$ cat config.mk
export PLATFORM = sky130hd
export DESIGN_NAME = apt_div_cell
export DESIGN_NICKNAME = d
export VERILOG_FILES = /design/src/design/apt_pkg.sv /design/src/design/apt_div_cell.sv
export VERILOG_INCLUDE_DIRS = /design/src /design/src/design
export SDC_FILE = /design/constraint.sdc
export NUM_CORES = 1
export LEC_CHECK = 0
export BUFFER_PORTS_ARGS = -buffer_cell sky130_fd_sc_hd__clkbuf_2
export CORE_AREA = 2 2 337 339
export DETAILED_ROUTE_END_ITERATION = 8
export DIE_AREA = 0 0 339 341
export SETUP_SLACK_MARGIN = 0.2
export SYNTH_ARGS = -nofsm -noshare
export SYNTH_HDL_FRONTEND = slang
export SYNTH_SLANG_ARGS = --single-unit
$ cat constraint.sdc
create_clock -name clock -period 12 [get_ports clock]
set_input_delay 2.4 -clock clock [delete_from_list [all_inputs] [get_ports clock]]
set_output_delay 2.4 -clock clock [all_outputs]
set_load 0.005 [all_outputs]
$ cat src/design/affine_point_transform_macros.svh
// Assertion macros for the affine point transform.
// Used by design/apt_div_cell.sv and design/affine_point_transform.sv.
`ifndef AFFINE_POINT_TRANSFORM_MACROS_SVH
`define AFFINE_POINT_TRANSFORM_MACROS_SVH

// implication checked on every clock edge outside reset
`define APT_ASSERT_IMP(label, clk, rst, ante, cons, msg) \
   label: assert property (@(posedge clk) disable iff (rst) (ante) |-> (cons)) \
      else $error(msg);

// next-cycle implication outside reset
`define APT_ASSERT_NEXT(label, clk, rst, ante, cons, msg) \
   label: assert property (@(posedge clk) disable iff (rst) (ante) |=> (cons)) \
      else $error(msg);

`endif

$ cat src/design/apt_pkg.sv
// Shared types, constants and helpers for the affine point transform.
// No dependencies.
package apt_pkg;

   localparam int CoordW  = 32;
   localparam int ProdW   = 64;
   // numerator |n| < 2^81, determinant |d| < 2^65 before the shift
   localparam int NumW    = 82;
   localparam int DenW    = 66;
   localparam int QuotW   = 82;
   localparam int RemW    = DenW + 1;
   localparam int StepsPerCell = 2;
   localparam int NumCells = QuotW / StepsPerCell;
   localparam int CsrIdxW = 3;

   typedef enum logic [CsrIdxW-1:0] {
      CSR_COEF_XX = 3'd0,
      CSR_COEF_XY = 3'd1,
      CSR_COEF_YX = 3'd2,
      CSR_COEF_YY = 3'd3,
      CSR_SHIFT_X = 3'd4,
      CSR_SHIFT_Y = 3'd5
   } csr_idx_type;

   typedef struct packed {
      logic                     mode;
      logic signed [CoordW-1:0] point_x;
      logic signed [CoordW-1:0] point_y;
   } req_type;

   typedef struct packed {
      logic signed [CoordW-1:0] out_x;
      logic signed [CoordW-1:0] out_y;
      logic                     singular;
      logic                     saturated;
   } rsp_type;

   // state carried alongside the divider through every cell
   typedef struct packed {
      logic                     valid;
      logic                     inv;
      logic                     sing;
      logic                     neg_x;
      logic                     neg_y;
      logic signed [CoordW:0]   fwd_x;
      logic signed [CoordW:0]   fwd_y;
      logic [DenW-1:0]          den;
      logic [NumW-1:0]          num_x;
      logic [RemW-1:0]          rem_x;
      logic [NumW-1:0]          num_y;
      logic [RemW-1:0]          rem_y;
   } cell_type;

   // one restoring division step: shift in the top numerator bit
   function automatic logic [RemW+NumW-1:0] div_step(
      input logic [RemW-1:0] rem, input logic [NumW-1:0] num, input logic [DenW-1:0] den);
      logic [RemW:0] trial;
      logic [RemW-1:0] r;
      begin
         r = {rem[RemW-2:0], num[NumW-1]};
         trial = {1'b0, r} - {2'b00, den};
         if (!trial[RemW]) r = trial[RemW-1:0];
         div_step = {r, num[NumW-2:0], ~trial[RemW]};
      end
   endfunction

   function automatic logic [CoordW:0] sat_wide(input logic signed [QuotW:0] v);
      begin
         if (v > $signed({{(QuotW-CoordW+1){1'b0}}, {(CoordW-1){1'b1}}}))
            sat_wide = {2'b10, {(CoordW-1){1'b1}}};
         else if (v < $signed({{(QuotW-CoordW+1){1'b1}}, {(CoordW-1){1'b0}}}))
            sat_wide = {2'b11, {(CoordW-1){1'b0}}};
         else
            sat_wide = {1'b0, v[CoordW-1:0]};
      end
   endfunction

endpackage

$ cat src/design/apt_div_cell.sv
// One cell of the divider chain: two restoring steps on both quotients.
// Depends on apt_pkg and affine_point_transform_macros.svh.
`include "affine_point_transform_macros.svh"
module apt_div_cell (
   input  logic              clock,
   input  logic              reset,
   input  apt_pkg::cell_type cell_i,
   output apt_pkg::cell_type cell_o
);
   import apt_pkg::*;

   cell_type cell_ff, cell_in;

   always_comb begin
      logic [RemW+NumW-1:0] sx, sy;
      cell_in = cell_i;
      for (int s = 0; s < StepsPerCell; s++) begin
         sx = div_step(cell_in.rem_x, cell_in.num_x, cell_in.den);
         sy = div_step(cell_in.rem_y, cell_in.num_y, cell_in.den);
         cell_in.rem_x = sx[RemW+NumW-1:NumW];
         cell_in.num_x = sx[NumW-1:0];
         cell_in.rem_y = sy[RemW+NumW-1:NumW];
         cell_in.num_y = sy[NumW-1:0];
      end
   end

   always_ff @(posedge clock) begin
      if (reset) begin
         cell_ff <= '0;
      end else begin
         cell_ff <= cell_in;
      end
   end

   assign cell_o = cell_ff;

   `APT_ASSERT_NEXT(a_valid_moves, clock, reset, cell_i.valid, cell_o.valid, "item lost in cell")
   `APT_ASSERT_IMP(a_rem_x_below, clock, reset, cell_o.valid && cell_o.inv && !cell_o.sing,
      cell_o.rem_x < {1'b0, cell_o.den}, "remainder x not below divisor")
   `APT_ASSERT_IMP(a_rem_y_below, clock, reset, cell_o.valid && cell_o.inv && !cell_o.sing,
      cell_o.rem_y < {1'b0, cell_o.den}, "remainder y not below divisor")
endmodule

==> results of run 1 <==
[metal layers]
metal	up-vias	GRT usage
met5	-	0
met3	229	0.0729
li1	14300	-
met1	13900	0.281
met2	1105	0.345
met4	64	0.0577
[final timing paths]
check	from	slack [ns]	end
worst min-delay path	cell_i[105]	1.94	cell_o[107]
worst max-delay path	cell_i[309]	1.96	cell_o[56]
[per-stage QoR]
stage	instances	power, mW	instance area [µm²]
floorplan	3577	3.42	28900
global placement	5819	4.32	34800
detailed placement	5819	4.31	34800
CTS	5915	5.96	36500
global route	5922	6.29	36500
finish	5930	5.92	36500
[cell type report]
| class | instances | area [µm²] | share of cell area |
|---|---|---|---|
| multi-input cells | 2826 | 18900 | 0.517 |
| diodes | 15 | 37.5 | 0.00103 |
| inverters | 151 | 569 | 0.0156 |
| clock inverters | 24 | 259 | 0.00709 |
| well taps | 1500 | 1880 | 0.0514 |
| clock buffers | 72 | 1490 | 0.0407 |
| flip-flops and latches | 435 | 8710 | 0.238 |
| repair buffers | 907 | 4710 | 0.129 |
[cell families (layout without fill, tap and decap cells)]
group,Yosys count,count (layout)
flip-flops,435,435
XOR/XNOR,243,243
multiplexers,49,49
AO/OA/AOI/OAI,1111,1111
other,0,15
AND/OR/NAND/NOR,1155,1155
buffers and inverters,316,1154
adder cells (fa/ha/maj),268,268
[layout by cell type, fill, tap and decap left out, types with 22 or more instances in the layout]
master,synthesis,final
dfxtp_1,435,435
o211ai_1,22,22
o21ai_0,143,143
inv_1,149,149
nor2b_1,261,261
nor2_1,324,324
nand4_1,64,64
nor3_1,40,39
a31oi_1,32,32
nand2_1,283,283
clkbuf_16,0,52
xor2_1,90,90
buf_4,12,33
a21o_1,114,113
ha_1,264,264
xnor2_1,153,153
o21ai_1,25,25
o21bai_1,56,56
mux2_2,36,36
clkbuf_2,0,868
nand3_1,53,53
nand2b_1,32,32
o21a_1,29,29
a22o_1,63,63
a21oi_1,446,446
a211oi_1,28,28
[critical path: stages]
cell	delay [ns]
clkbuf_2	0.07
inv_1	0.16
ha_1	0.48
nand2_1	0.21
nor3_1	0.67
nand4_1	0.17
o22ai_1	0.54
nor3b_2	0.19
nor3b_2	0.35
a41o_1	0.31
a21o_4	0.44
nor2_1	0.07
a21oi_1	0.24
inv_1	0.09
fa_1	0.38
nand2b_1	0.21
a21oi_1	0.31
o2111ai_1	0.41
nand4_1	0.41
a31oi_1	0.27
nor4b_1	0.97
or2_1	0.34
a211o_1	0.20
and2_1	0.19
xor2_1	0.15
nand2_1	0.06
a21oi_1	0.20
[where the power goes]
part	switching [mW]	leakage (nW)	internal, mW
sequential	0.0753	3.63	1.66
clock	0.704	0.850	0.904
combinational	1.54	12.7	1.04
==> results_dict.tcl, run 1 <==
set metrics [dict create \
    status "complete, no violations" \
    wire_per_inst_um 22.3 \
    n_fill_cell 11900 \
    vias_per_cell 4.99 \
    cts_buffers 52 \
    place.gp.congestion 0.955 \
    grt-ovfl-total 0 \
    rsz0062_at_grt "false" \
    largest_reg_flops 435 \
    setup_slack_ns 1.96 \
    critPathArrivalTime_ns 10.60 \
    cp.required_ns 12.56 \
    synth_top_family_by_area "compound AO/OA/AOI/OAI gates" \
    startpoint_type "input pin" \
    power.leakage_nw 17.2 \
    setup_violations 0 \
    p_per_area_mw_per_mm2 162 \
    synth.most_common_cell "a21oi_1" \
    synth_xor_area_frac 0.0736 \
    min_delay_path_depth 2 \
    syn_nets 4282 \
    synth_warnings 0 \
    criticalPathCategory "in2reg" \
    wl_um 132000 \
    cts_tree "built" \
    hold_ws_ns 1.94 \
    critPathMaxFanout 27 \
    drtPass1Iterations 5 \
    drive_gt1_frac 0.246 \
    hpwlAfterDp_um 111000 \
    ys_seq_area_frac 0.301 \
    min_period_ns 10.04 \
    die_x_um 339 \
    h-tree-depth 2 \
    synth_common_cells "446 x a21oi_1, 435 x dfxtp_1, 324 x nor2_1" \
    cts_resized 0 \
    min_path_type "in2reg" \
    synth_edf_count 0 \
    port_buffers 869 \
    async_flop_share 0 \
    initial_core_util 0.259 \
    highest_layer "met5" \
    yosys.area_share.simple 0.197 \
    grt_pass1_wl_um 188000 \
    grt_pass1_vias 28200 \
    postCtsHoldBufs 0 \
    syn_to_final_growth_pct 26.3 \
    vias 29600 \
    dr_wl_met3_um 12300 \
    dr_wl_met2_um 59000 \
    hold_viol 0 \
    netlist.area_leader.share 0.301 \
    grt_max_degree 138 \
    end_kind "flip-flop" \
    netlist_area_mm2 0.0289 \
    period_share 0.837 \
    tightest_slew_ns 1.08 \
    drv_cap 0 \
    clk_pin_slew_worst_paths_ns 0.07 \
    synth_flop_cell "dfxtp_1" \
    yosysTopAreaCell "dfxtp_1" \
    pin_count 872 \
    ys_types 99 \
    die_area_mm2 0.116 \
    clockRootBuffer "clkbuf_16" \
    dp_slack_ns 1.44 \
    fp.coreArea_mm2 0.112 \
    postCtsSetupBuffers 0 \
    finalMaxSlewViolations 0 \
    relSlewSlack 0.267 \
    clk_path_buf_depth 3 \
    drt_first_iter_violations 2315 \
    synth_cells 3577 \
    track_usage 0.217 \
    post-route-util 0.327 \
    fp.dieH_um 341 \
    maxClockFrequency_ghz 0.0996 \
    vdd_drop_max_v 0.000106 \
    synth_fa_ha_area_frac 0.117 \
    final_nets 5078 \
    row_count 123 \
    antenna_found_initial 58 \
    netlist_top_cells_area "dfxtp_1 30%, ha_1 11%, a21oi_1 7.7%" \
    synthMuxAreaShare 0.0191 \
    fin_tns_setup_ns 0 \
    synth.avg_cell_area_um2 8.09 \
    ant_nets 0 \
    m1WireLength_um 57400 \
    drc 0 \
    ys_ff_latch 435 \
    cts.sinks 435 \
    synth-compound-area-share 0.246 \
]
No activity file was read; power rests on OpenSTA's default activity.
==> run 2, diff against run 1 <==
--- a/config.mk
+++ b/config.mk
@@ -7,9 +7,9 @@
 export NUM_CORES = 1
 export LEC_CHECK = 0
 export BUFFER_PORTS_ARGS = -buffer_cell sky130_fd_sc_hd__clkbuf_2
-export CORE_AREA = 2 2 337 339
+export CORE_AREA = 2 2 343 345
 export DETAILED_ROUTE_END_ITERATION = 8
-export DIE_AREA = 0 0 339 341
+export DIE_AREA = 0 0 345 347
 export SETUP_SLACK_MARGIN = 0.2
 export SYNTH_ARGS = -nofsm -noshare
 export SYNTH_HDL_FRONTEND = slang
==> constraint.sdc (replaced) <==
create_clock -name clock -period 8 [get_ports clock]
set_input_delay 1.6 -clock clock [delete_from_list [all_inputs] [get_ports clock]]
set_output_delay 1.6 -clock clock [all_outputs]
set_load 0.005 [all_outputs]
==> results_dict.tcl, run 2 (synthesis results as in run 1) <==
set metrics [dict create \
    place.gp.congestion 0.964 \
    row_count 125 \
    initial_core_util 0.250 \
    min_period_ns 7.61 \
    grt_pass1_vias 31800 \
    clkPwrFrac 0.255 \
    track_usage 0.234 \
    vias_per_cell 4.81 \
    startpoint "cell_i[327]" \
    groute.layer.met2.usage 0.376 \
    cts_tree "built" \
    finalMaxSlewViolations 0 \
    critPathMaxStageDelay_ns 0.49 \
    crit_path_top_delay_cell "or4_4" \
    clockRootBuffer "clkbuf_16" \
    criticalPathCategory "in2reg" \
    status "complete, no violations" \
    end_kind "flip-flop" \
    combPwrFrac 0.490 \
    stdcell_area_mm2 0.0436 \
    power_switching_mw 3.82 \
    largest_reg_flops 435 \
    pin_count 872 \
    cts.sinks 435 \
    p_int_mw 6.44 \
    postCtsHoldBufs 0 \
    n_fill_cell 12100 \
    grt_pass1_wl_um 209000 \
    startpoint_type "input pin" \
    tightest_slew_ns 1.10 \
    seqPwrFrac 0.255 \
    antenna_found_initial 40 \
    use_met1 0.308 \
    hpwlAfterDp_um 125000 \
    grt-ovfl-total 0 \
    clk_path_buf_depth 3 \
    wire_per_inst_um 21.8 \
    p_per_area_mw_per_mm2 235 \
    cp.required_ns 8.59 \
    fp.coreArea_mm2 0.116 \
    hold_viol 0 \
    fp.dieH_um 347 \
    vias 32800 \
    grt-busiest-layer "met2" \
    swShare 0.373 \
    final_cell_mix "872 x buf_4, 868 x clkbuf_2, 436 x a21oi_1" \
    cts_buffers 53 \
    die_area_mm2 0.120 \
    hold_ws_ns 1.14 \
    drive_gt1_frac 0.376 \
    grtUsageMet3 0.0491 \
    min_path_type "in2reg" \
    die_x_um 345 \
    final_nets 5938 \
    hold_path_startpoint "cell_i[122]" \
    placed_area_mm2 0.0412 \
    maxClockFrequency_ghz 0.131 \
    critPathMaxFanout 30 \
    period_share 0.951 \
    syn_to_final_growth_pct 50.7 \
    final_common_cell "buf_4" \
    ant_nets 0 \
    relSlewSlack 0.264 \
    vdd_drop_max_v 0.000170 \
    grt_max_degree 119 \
    drc 0 \
    p_total_mw 10.3 \
    rsz0062_at_grt "true" \
    wl_um 149000 \
    clk_pin_slew_worst_paths_ns 0.07 \
    h-tree-depth 2 \
    crit_top_cell "buf_4" \
    setup_violations 0 \
    critPathArrivalTime_ns 8.20 \
    drv_cap 0 \
    drtPass1Iterations 6 \
    port_buffers 869 \
    power.leakage_nw 21.5 \
    drt_first_iter_violations 2382 \
]
-- run 2: cell types whose count changed in the layout (fill, tap and decap cells not counted), sizes merged --
cell	previous run	this run
a21o	114	117
buf	39	893
bufinv	1	6
diode	15	10
inv	160	158
-- run 2: power groups by stage --
stage | logic, mW | clock network [mW] | registers [mW]
after global placement | 4.87 | 0 | 2.66
after global routing | 5.44 | 2.76 | 2.64
after detailed placement | 4.87 | 0 | 2.66
after CTS | 4.93 | 2.68 | 2.62
final | 5.03 | 2.62 | 2.62
after floorplan | 2.47 | 0 | 2.66
-- run 2: worst max-delay path: cells and delay by family --
kind	cells	cell delay (ns)
adders and majority gates	2	0.64
buffers and inverters	10	1.72
and+or+nand+nor	9	1.75
muxes	1	0.35
AOI/OAI and AO/OA	11	2.02
-- run 2: repair_timing --
action,4_1_cts,5_1_grt
resized for setup,6,43
pin swaps,1,17
gates cloned,2,3
setup endpoints to repair,7,135
setup buffers,2,9
-- run 2: routing by layer --
layer | vias to the layer above | share of wire | wire, µm
li1 | 16000 | - | -
met2 | 1204 | 0.44 | 65800
met4 | 20 | 0.042 | 6200
met5 | - | 0.00087 | 129
met3 | 242 | 0.075 | 11200
met1 | 15300 | 0.44 | 65100
-- run 2: worst paths after layout --
check	endpoint	cells after the start	slack, ns
worst max-delay path	cell_o[10]	33	0.39
worst min-delay path	cell_o[124]	2	1.14
-- run 2: area by class of cell --
type	count	area, µm²	area share
well taps	1524	1910	0.0437
clock inverters	27	395	0.00907
repair buffers	1763	11400	0.260
multi-input cells	2829	19100	0.439
clock buffers	70	1510	0.0346
diodes	10	25.0	0.000574
inverters	151	573	0.0131
flip-flops and latches	435	8710	0.200
-- run 2: per-stage QoR --
step	worst slack (ns)	utilization	cells	setup TNS, ns
3_3_place_gp	-0.487	0.356	6686	-40.72
4_1_cts	0.206	0.373	6787	0
3_5_place_dp	-0.495	0.356	6686	-39.02
6_report	0.388	0.377	6809	0
2_1_floorplan	0.682	-	3577	0
5_1_grt	0.159	0.377	6804	0
==> run 3, diff against run 2 <==
--- a/config.mk
+++ b/config.mk
@@ -7,9 +7,10 @@
 export NUM_CORES = 1
 export LEC_CHECK = 0
 export BUFFER_PORTS_ARGS = -buffer_cell sky130_fd_sc_hd__clkbuf_2
-export CORE_AREA = 2 2 343 345
+export CORE_AREA = 5 5 336 338
 export DETAILED_ROUTE_END_ITERATION = 8
-export DIE_AREA = 0 0 345 347
+export DIE_AREA = 0 0 341 343
+export MAX_ROUTING_LAYER = met4
 export SETUP_SLACK_MARGIN = 0.2
 export SYNTH_ARGS = -nofsm -noshare
 export SYNTH_HDL_FRONTEND = slang
==> results_dict.tcl, run 3 (synthesis results as in run 1) <==
set metrics [dict create \
    cts_buffers 51 \
    end_kind "flip-flop" \
    syn_to_final_growth_pct 50.5 \
    power.leakage_nw 21.6 \
    crit_top_cell "buf_4" \
    p_total_mw 10.1 \
    grt-ovfl-total 0 \
    vdd_drop_max_v 0.000147 \
    min_period_ns 7.52 \
    fin_cells 6763 \
    fin_tns_setup_ns 0 \
    stdcell_area_mm2 0.0435 \
    finalMaxSlewViolations 0 \
    vias_per_cell 4.84 \
    hold_ws_ns 1.18 \
    clk_path_buf_depth 3 \
    drt_first_iter_violations 2315 \
    critPathMaxStageDelay_ns 0.34 \
    violations "antenna violations" \
    startpoint "cell_i[330]" \
    min_path_type "in2reg" \
    critPathArrivalTime_ns 8.01 \
    antenna_found_initial 36 \
    track_usage 0.240 \
    dp_cells 6638 \
    tightest_slew_ns 0.852 \
    maxClockFrequency_ghz 0.133 \
    post-route-util 0.397 \
    n_fill_cell 11200 \
    whs_endpoint "cell_o[102]" \
    final_common_cell "buf_4" \
    clockRootBuffer "clkbuf_16" \
    drtPass1Iterations 6 \
    startpoint_type "input pin" \
    setup_violations 0 \
    cp.required_ns 8.49 \
    seqPwrFrac 0.262 \
    p_per_area_mw_per_mm2 231 \
    drv_cap 0 \
    cts_tree "built" \
    critPathMaxFanout 24 \
    wire_per_inst_um 21.4 \
    setup_slack_ns 0.481 \
    hold_path_startpoint "cell_i[100]" \
    swShare 0.371 \
    hpwlAfterDp_um 124000 \
    final_nets 5974 \
    dp_slack_ns -0.609 \
    grt_pass1_wl_um 206000 \
    drive_gt1_frac 0.378 \
    p_int_mw 6.33 \
    cts.sinks 435 \
    die_area_mm2 0.117 \
    hold_viol 0 \
    final_cell_mix "916 x buf_4, 868 x clkbuf_2, 435 x dfxtp_1" \
    die_x_um 341 \
    row_count 122 \
    vias 32700 \
    rsz0062_at_grt "true" \
    clkPwrFrac 0.239 \
    clk_pin_slew_worst_paths_ns 0.06 \
    grt_pass1_vias 31900 \
    min_delay_path_depth 2 \
    combPwrFrac 0.499 \
    crit_path_top_delay_cell "a221o_1" \
    place.gp.congestion 0.995 \
    criticalPathCategory "in2reg" \
    fp.coreArea_mm2 0.110 \
    grt_max_degree 154 \
    power_switching_mw 3.73 \
    status "finished with violations" \
    h-tree-depth 2 \
    fp.dieH_um 343 \
    ant_nets 1 \
    placed_area_mm2 0.0415 \
    pin_count 872 \
    relSlewSlack 0.431 \
    port_buffers 869 \
    period_share 0.940 \
    largest_reg_flops 435 \
    drc 0 \
    initial_core_util 0.264 \
    wl_um 145000 \
]
[run 3: critical path, delay by kind of cell]
family          cells  cell delay [ns]
compound gates     14             3.17
xor+xnor            1             0.20
fa+ha+maj           2             0.64
buf+inv            10             1.52
simple gates        6             0.83
[run 3: power by group through the flow]
stage / logic (mW) / registers (mW) / clock network, mW
after CTS: 4.97 / 2.63 / 2.47
after global routing: 5.46 / 2.65 / 2.56
after detailed placement: 4.93 / 2.68 / 0
final: 5.02 / 2.63 / 2.40
after floorplan: 2.47 / 2.66 / 0
after global placement: 4.92 / 2.68 / 0
[run 3: final cells by class]
type | count | area [µm²] | share of cell area
diodes | 34 | 85.1 | 0.00195
clock buffers | 67 | 1430 | 0.0328
clock inverters | 20 | 293 | 0.00672
inverters | 151 | 569 | 0.0131
multi-input cells | 2826 | 19100 | 0.438
flip-flops and latches | 435 | 8710 | 0.200
well taps | 1426 | 1780 | 0.0410
repair buffers | 1804 | 11600 | 0.266
[run 3: how the worst max path moves through the flow]
| stage | to | slack, ns | depth (start not counted) |
|---|---|---|---|
| after floorplan | cell_o[210] | 0.68 | 31 |
| after global placement | cell_o[66] | -0.61 | 31 |
| after detailed placement | cell_o[25] | -0.61 | 33 |
| after CTS | cell_o[58] | 0.22 | 33 |
| after global routing | cell_o[6] | 0.12 | 35 |
| final | cell_o[58] | 0.48 | 33 |
[run 3: repair_timing]
action / 4_1_cts / 5_1_grt
pin swaps: 1 / 8
setup buffers: 1 / 3
resized for setup: 3 / 38
endpoints found under the setup margin: 32 / 120
hold buffers: 0 / 0
[run 3: routing by layer]
layer | routed length, µm | track usage | share of wire | up-vias
li1 | - | - | - | 16100
met1 | 64100 | 0.310 | 0.44 | 15300
met2 | 63700 | 0.368 | 0.44 | 1085
met3 | 12100 | 0.0625 | 0.084 | 199
met4 | 4550 | 0.0732 | 0.031 | 0
met5 | 0 | - | 0 | -
